## src/rfr_pkg.sv

```systemverilog
// Shared types and constants for the relay fragment reassembler.
`default_nettype none
package rfr_pkg;

  // Geometry of a reassembled message and of a fragment header
  localparam int unsigned MSG_BYTES = 8;
  localparam int unsigned HDR_BYTES = 3;

  // Request and status codes
  localparam logic REQ_FRAG = 1'b0;
  localparam logic REQ_TICK = 1'b1;

  localparam logic STATUS_DONE    = 1'b0;
  localparam logic STATUS_TIMEOUT = 1'b1;

  // Timeout register value after reset
  localparam logic [15:0] TIMEOUT_RESET = 16'd1000;

  typedef logic [7:0] byte_t;

  // One accepted input item
  typedef struct packed {
    logic                         req_type;
    logic [3:0]                   frame_len;
    byte_t [MSG_BYTES-1:0]        bytes;
  } item_t;

  // Reassembly state
  typedef struct packed {
    logic                         id_latched;
    logic [15:0]                  held_id;
    logic [7:0]                   held_total;
    logic [3:0]                   fill_count;
    byte_t [MSG_BYTES-1:0]        data_store;
    logic [15:0]                  tick_count;
  } state_t;

  // One result item
  typedef struct packed {
    logic                         status;
    logic [15:0]                  msg_id;
    logic [7:0]                   msg_len;
    byte_t [MSG_BYTES-1:0]        data;
  } result_t;

endpackage
`default_nettype wire

```

## src/rfr_step.sv

```systemverilog
// Next-state and result logic for one item against the reassembly state.
`default_nettype none
module rfr_step
  import rfr_pkg::*;
(
  input  wire state_t      cur,
  input  wire item_t       item,
  input  wire logic [15:0] timeout_ticks,
  output state_t           nxt,
  output logic             emit,
  output result_t          res
);

  always_comb begin
    logic [3:0]  len;
    logic [2:0]  payload;
    logic [15:0] frag_id;
    logic [7:0]  eff_total;
    logic [15:0] tick_inc;
    logic [3:0]  off;
    logic [4:0]  fill_sum;
    logic [3:0]  new_fill;
    logic        fits;
    state_t      w;

    w    = cur;
    emit = 1'b0;
    res  = '0;
    off  = '0;

    // Clamp the frame length and split off the header
    len      = (item.frame_len > 4'(MSG_BYTES)) ? 4'(MSG_BYTES) : item.frame_len;
    payload  = 3'(len - 4'(HDR_BYTES));
    frag_id  = {item.bytes[0], item.bytes[1]};
    fill_sum = {1'b0, cur.fill_count} + 5'(payload);
    fits     = fill_sum <= 5'(MSG_BYTES);
    new_fill = fill_sum[3:0];
    eff_total = cur.id_latched ? cur.held_total : item.bytes[2];
    tick_inc  = (cur.tick_count == 16'hFFFF) ? cur.tick_count : cur.tick_count + 16'd1;

    case (item.req_type)
      REQ_TICK: begin
        // Count the tick and abandon the message on timeout
        w.tick_count = tick_inc;
        if (tick_inc >= timeout_ticks) begin
          emit       = 1'b1;
          res.status = STATUS_TIMEOUT;
        end
      end
      REQ_FRAG: begin
        if (len >= 4'(HDR_BYTES) && (!cur.id_latched || frag_id == cur.held_id)) begin
          // Latch the header on the first fragment
          if (!cur.id_latched) begin
            w.id_latched = 1'b1;
            w.held_id    = frag_id;
            w.held_total = item.bytes[2];
            w.fill_count = '0;
          end
          // Place payload bytes at the fill offset while the message fits
          if (fits) begin
            for (int j = 0; j < MSG_BYTES; j++) begin
              off = 4'(j) - cur.fill_count;
              if (4'(j) >= cur.fill_count && off < {1'b0, payload}) begin
                w.data_store[j] = item.bytes[3'(off[2:0] + 3'(HDR_BYTES))];
              end
            end
            w.fill_count = new_fill;
          end
          if ({4'b0, w.fill_count} >= eff_total) begin
            emit       = 1'b1;
            res.status = STATUS_DONE;
          end
        end
      end
      default: begin
        w = cur;
      end
    endcase

    res.msg_id  = w.held_id;
    res.msg_len = w.held_total;
    res.data    = w.data_store;

    // Drop everything once a result leaves
    nxt = emit ? state_t'('0) : w;
  end

endmodule
`default_nettype wire

```

## src/relay_fragment_reassembler_unit.sv

```systemverilog
// Top level of the relay fragment reassembler.
//
//  channel | signals                                 | direction
//  --------+-----------------------------------------+----------
//  input   | in_valid, in_stall, req_type .. byte7   | in
//  result  | out_valid, out_stall, status .. data7   | out
//  config  | cfg_wr_en, cfg_wr_data (timeout_ticks)  | in
//
// One item per cycle while the result is not stalled: an item is held in the
// input register and its result, if any, is registered into the result register.
// The reassembly state is updated in the same single pass, so consecutive
// items see each other's effect with no gap.
// Reset clears the state, the valid flags and sets the timeout to 1000.
// A stalled result holds; the input register still takes one more item.
`default_nettype none
module relay_fragment_reassembler_unit
  import rfr_pkg::*;
(
  input  wire logic        clk,
  input  wire logic        rst,
  input  wire logic        cfg_wr_en,
  input  wire logic [15:0] cfg_wr_data,
  input  wire logic        in_valid,
  output logic             in_stall,
  input  wire logic        req_type,
  input  wire logic [3:0]  frame_len,
  input  wire logic [7:0]  byte0,
  input  wire logic [7:0]  byte1,
  input  wire logic [7:0]  byte2,
  input  wire logic [7:0]  byte3,
  input  wire logic [7:0]  byte4,
  input  wire logic [7:0]  byte5,
  input  wire logic [7:0]  byte6,
  input  wire logic [7:0]  byte7,
  output logic             out_valid,
  input  wire logic        out_stall,
  output logic             status,
  output logic [15:0]      msg_id,
  output logic [7:0]       msg_len,
  output logic [7:0]       data0,
  output logic [7:0]       data1,
  output logic [7:0]       data2,
  output logic [7:0]       data3,
  output logic [7:0]       data4,
  output logic [7:0]       data5,
  output logic [7:0]       data6,
  output logic [7:0]       data7
);

  logic [15:0] timeout_ticks;
  logic        iv;
  item_t       item;
  state_t      st;
  state_t      st_next;
  logic        emit;
  result_t     res_next;
  result_t     res;
  logic        advance;
  logic        in_xfer;

  // Process the held item only when the result register is free
  assign advance  = iv && (!out_valid || !out_stall);
  assign in_stall = iv && !advance;
  assign in_xfer  = in_valid && !in_stall;

  // Configuration register
  always_ff @(posedge clk) begin
    if (rst) begin
      timeout_ticks <= TIMEOUT_RESET;
    end else if (cfg_wr_en) begin
      timeout_ticks <= cfg_wr_data;
    end
  end

  // Input register
  always_ff @(posedge clk) begin
    if (rst) begin
      iv <= 1'b0;
    end else if (in_xfer) begin
      iv <= 1'b1;
    end else if (advance) begin
      iv <= 1'b0;
    end
  end

  always_ff @(posedge clk) begin
    if (in_xfer) begin
      item <= '{req_type: req_type, frame_len: frame_len,
                bytes: {byte7, byte6, byte5, byte4, byte3, byte2, byte1, byte0}};
    end
  end

  rfr_step u_step (
    .cur           (st),
    .item          (item),
    .timeout_ticks (timeout_ticks),
    .nxt           (st_next),
    .emit          (emit),
    .res           (res_next)
  );

  // Reassembly state: advance once per processed item
  always_ff @(posedge clk) begin
    if (rst) begin
      st <= '0;
    end else if (advance) begin
      st <= st_next;
    end
  end

  // Result register
  always_ff @(posedge clk) begin
    if (rst) begin
      out_valid <= 1'b0;
    end else if (advance && emit) begin
      out_valid <= 1'b1;
    end else if (!out_stall) begin
      out_valid <= 1'b0;
    end
  end

  always_ff @(posedge clk) begin
    if (advance && emit) begin
      res <= res_next;
    end
  end

  assign status  = res.status;
  assign msg_id  = res.msg_id;
  assign msg_len = res.msg_len;
  assign data0   = res.data[0];
  assign data1   = res.data[1];
  assign data2   = res.data[2];
  assign data3   = res.data[3];
  assign data4   = res.data[4];
  assign data5   = res.data[5];
  assign data6   = res.data[6];
  assign data7   = res.data[7];

`ifndef ASSERT_OFF
  a_emit_shows: assert property (@(posedge clk) disable iff (rst)
    advance && emit |=> out_valid)
    else $error("result not presented after emit");

  a_fill_bound: assert property (@(posedge clk) disable iff (rst)
    st.fill_count <= 4'(MSG_BYTES))
    else $error("fill count beyond message size");

  a_unlatched_clean: assert property (@(posedge clk) disable iff (rst)
    !st.id_latched |-> (st.fill_count == 4'd0 && st.held_id == 16'd0))
    else $error("state left over without a latched id");

  a_stall_only_full: assert property (@(posedge clk) disable iff (rst)
    in_stall |-> (iv && out_valid && out_stall))
    else $error("input stalled without a blocked result");
`endif

endmodule
`default_nettype wire

```

## config.mk

```make
export PLATFORM = sky130hd
export DESIGN_NAME = relay_fragment_reassembler_unit
export DESIGN_NICKNAME = d
export VERILOG_FILES = /design/src/rfr_pkg.sv /design/src/rfr_step.sv /design/src/relay_fragment_reassembler_unit.sv
export SDC_FILE = /design/constraint.sdc
export NUM_CORES = 1
export LEC_CHECK = 0
export ABC_AREA = 0
export BUFFER_PORTS_ARGS = -buffer_cell sky130_fd_sc_hd__buf_4
export CELL_PAD_IN_SITES_DETAIL_PLACEMENT = 0
export CELL_PAD_IN_SITES_GLOBAL_PLACEMENT = 1
export CORE_ASPECT_RATIO = 1.1
export CORE_UTILIZATION = 40
export DETAILED_ROUTE_END_ITERATION = 6
export PLACE_DENSITY = 0.74
export SKIP_LAST_GASP = 1
export SLEW_MARGIN = 30
export SYNTH_ARGS = -nofsm -noshare
export SYNTH_HDL_FRONTEND = slang
export SYNTH_SLANG_ARGS = --single-unit
```

## constraint.sdc

```tcl
create_clock -name clk -period 12.3 [get_ports clk]
set_clock_uncertainty 0.15 [all_clocks]
set_input_delay 1.845 -clock clk [delete_from_list [all_inputs] [get_ports clk]]
set_output_delay 1.845 -clock clk [all_outputs]
set_load 0.05 [all_outputs]
```

==> summary.md <==
| Metric | Value |
|---|---|
| Status | finished, final reports clean |
| Syn avg cell area | 11.9 sq um |
| Slew Limit Fails | 0 |
| Final Hold Viols | 0 |
| CTS root buf | clkbuf_16 |
| Clock Latency Late Sink | roughly 0.57 ns |
| Post-route DRC violation count | 0 |
| Max H-tree Level | 1 |
| Num rows | around 70 |
| Yosys reg bits | ~290 |
| RSZ-0062 raised after global routing | no |
| Cell taking the most area after synthesis | edfxtp_1 |
| Most common cell in the netlist | edfxtp_1 |
| Synth top area share | 0.337 |
| Kind of critical path | register to register |
| Worst-margin pin slew | just over 0.9 ns |
| Ports | 181 |
| Post-synth EDFFs | about 160 |
| Core Footprint | between 30,000 and 40,000 sq um |
| Post-CTS Resized | 0 |
| Top area cells in the synthesized netlist | edfxtp_1, dfxtp_1, mux2_2, mux2i_1, a22o_1 |
| MaxCap Viol Count | 0 |
| Drt wl/cell | between 20 and 25 um |
| Initial antenna violation count | 0 |
| Worst Hold Slack | 0.318 ns |
| Required time of the critical path | 12.65 ns |
| DRT Wirelength | about 37,000 um |
| CTS tree | yes |
| Share of layout cells above drive strength 1 | 0.280 |
| Setup TNS | 0 ns |
| R2r endpoint | st[20] |
| Part of the cycle the worst path needs | 0.489 |
| Syn Std Cell Area | approximately 14,000 sq um |
| # hold bufs at CTS | 0 |
| Pre-CTS WS | between 6 and 7 ns |
| Initial core utilization | 0.409 |
| Arrival time at the worst endpoint | between 6 and 7 ns |
| Final setup viols | 0 |
| Cell leakage power | roughly 6.8 nW |
| Antenna-violating nets left | 0 |
| Reg2reg path depth | 18 |
| Buffers on Ports | 180 |
| Max Root-Sink Buffers | 3 |
| Worst r2r src | item[67] |
| Post-synth ARST share | 0 |
| First-pass GRT wire length | approximately 57,000 um |
| Clock sink count | 285 |
| Diodes inserted | 0 |
| Element type at the critical path end | register |
| Cell count after synthesis | between 1,000 and 1,500 |
| Number of iterations in the first detailed-routing pass | 5 |
| Post-CTS Setup Bufs | 0 |
| Pwr Density | 146 nW/um^2 |
| Critical path launch point | item[67] |
| Part of the Yosys area used for sequential elements | 0.518 |
| Layout Nets | 1,487 |
| Startpoint types | register |
| CTS buffer count | 30 |
| Largest net degree at the start of global routing | 83 |
| Maximum vdd drop | 100 uV |
| Syn_nets | 1,327 |
| Synth top cells by count | edfxtp_1, dfxtp_1, mux2i_1, nand2_1 |
| Number of global-route vias before repair | around 9,500 |
| Final WS setup | ~6.3 ns |
| Vias per cell | roughly 5.5 |
| Final min period | between 6 and 7 ns |
| Reg2Reg Setup Slack | 6.28 ns |
| HP Class | register to register |
| Gr ovfl total | 0 |
| Hold_sp | st[22] |
| DR iter-0 viols | just over 700 |
| DIE WIDTH | around 180 um |
| Die area | between 30,000 and 40,000 sq um |
| Post-detail-place hpwl | 27,100 um |
| Hold Path Depth | 1 |
| WHS Endpoint | st[22] |
| Prevailing post-synth register cell | edfxtp_1 |
| Clock transition at path regs | 0.06 ns |
| Maximum fanout along the worst path | 47 |
| Die Ht | 199 um |
| Total track usage | 0.206 |
| Slew headroom | 0.377 |
| DR vias | approximately 9,900 |
| Area Overhead vs Synth | 21.3% |
| GP Congestion | 0.881 |
| Fmax | around 0.17 GHz |
| Syn. warnings | 0 |
| Unique masters post-synth | between 60 and 70 |
## stage by stage
step                      utilization  power (mW)  cell area [sq um]  cells
after floorplan                     -        1.37              14100   1186
after global placement          0.461        1.51              15800   1748
after detailed placement        0.463        1.52              15900   1751
after CTS                       0.495        2.51              17000   1807
after global routing            0.496        2.59              17100   1808
final                           0.496        2.50              17100   1808
## sequential cells by signal, indices dropped and copies added (netlist names), 16 cells and up
name,flops
timeout_ticks,16
msg_id,16
st,109
item,69
## cell families after synthesis
group           count (synthesis)  synth area share
buf+inv                       107            0.0306
simple gates                  227            0.0774
xor+xnor                       38            0.0237
flops                         285             0.518
compound gates                263             0.129
fa+ha+maj                      51            0.0464
mux                           215             0.174
## routing by layer
| metal | vias to the layer above | share of wire | track usage |
|---|---|---|---|
| met2 | 301 | 0.45 | 0.327 |
| li1 | 4778 | - | - |
| met5 | - | 0 | 0 |
| met3 | 50 | 0.057 | 0.0324 |
| met4 | 0 | 0.019 | 0.0491 |
| met1 | 4802 | 0.47 | 0.293 |
## cell usage in the layout, fill, tap and decap left out, types with 4 or more instances in the layout
master / count
nand2_1: 103
mux2i_1: 103
mux2_2: 98
nor2_1: 35
clkinv_2: 4
buf_4: 193
clkbuf_16: 31
a22o_1: 98
nor2b_1: 8
xor2_1: 23
clkinv_4: 5
nand2b_1: 6
inv_1: 35
nand3_1: 20
nor3_1: 9
ha_1: 48
bufinv_16: 5
o21ai_0: 41
a32o_1: 4
edfxtp_1: 158
xnor2_1: 13
o211ai_1: 6
and3_1: 10
nor4_1: 6
buf_16: 4
nand4_1: 5
and2_1: 5
dfxtp_1: 126
mux4_2: 14
a21oi_1: 78
a31oi_1: 11
## area by class of cell
type,instances,area (sq um)
clock buffer,32,790
timing repair buffer,198,1570
inverter,37,139
clock inverter,24,310
sequential,285,7290
fill,3045,17300
tap,438,548
multi-input combinational,794,6410
## worst max-delay path by stage
stage	to	slack [ns]	cells after the start
floorplan	data0[0]	4.89	16
global placement	st[107]	6.52	18
detailed placement	st[31]	6.37	18
CTS	st[20]	6.32	18
global route	st[88]	5.98	18
finish	st[20]	6.28	18
## report_power, final
group          internal [mW]  switching [mW]  leakage [nW]
combinational          0.178           0.244          3.75
clock                  0.582           0.414         0.544
sequential              1.05          0.0273          2.49
total                   1.81           0.685          6.79
## critical path: stages (launching register included)
cell	delay (ns)
edfxtp_1	0.41
nand2b_1	0.22
inv_1	0.08
ha_1	0.27
fa_1	0.50
xnor2_1	0.30
and3_1	0.30
nor2_1	0.11
a311oi_1	0.29
a21oi_1	0.09
inv_1	0.09
ha_1	0.22
nand2b_1	0.14
a2111o_1	0.44
and3_1	0.19
a21oi_2	0.35
and3_2	0.86
buf_4	0.60
a22o_1	0.24
No activity file was read; power rests on OpenSTA's default activity.
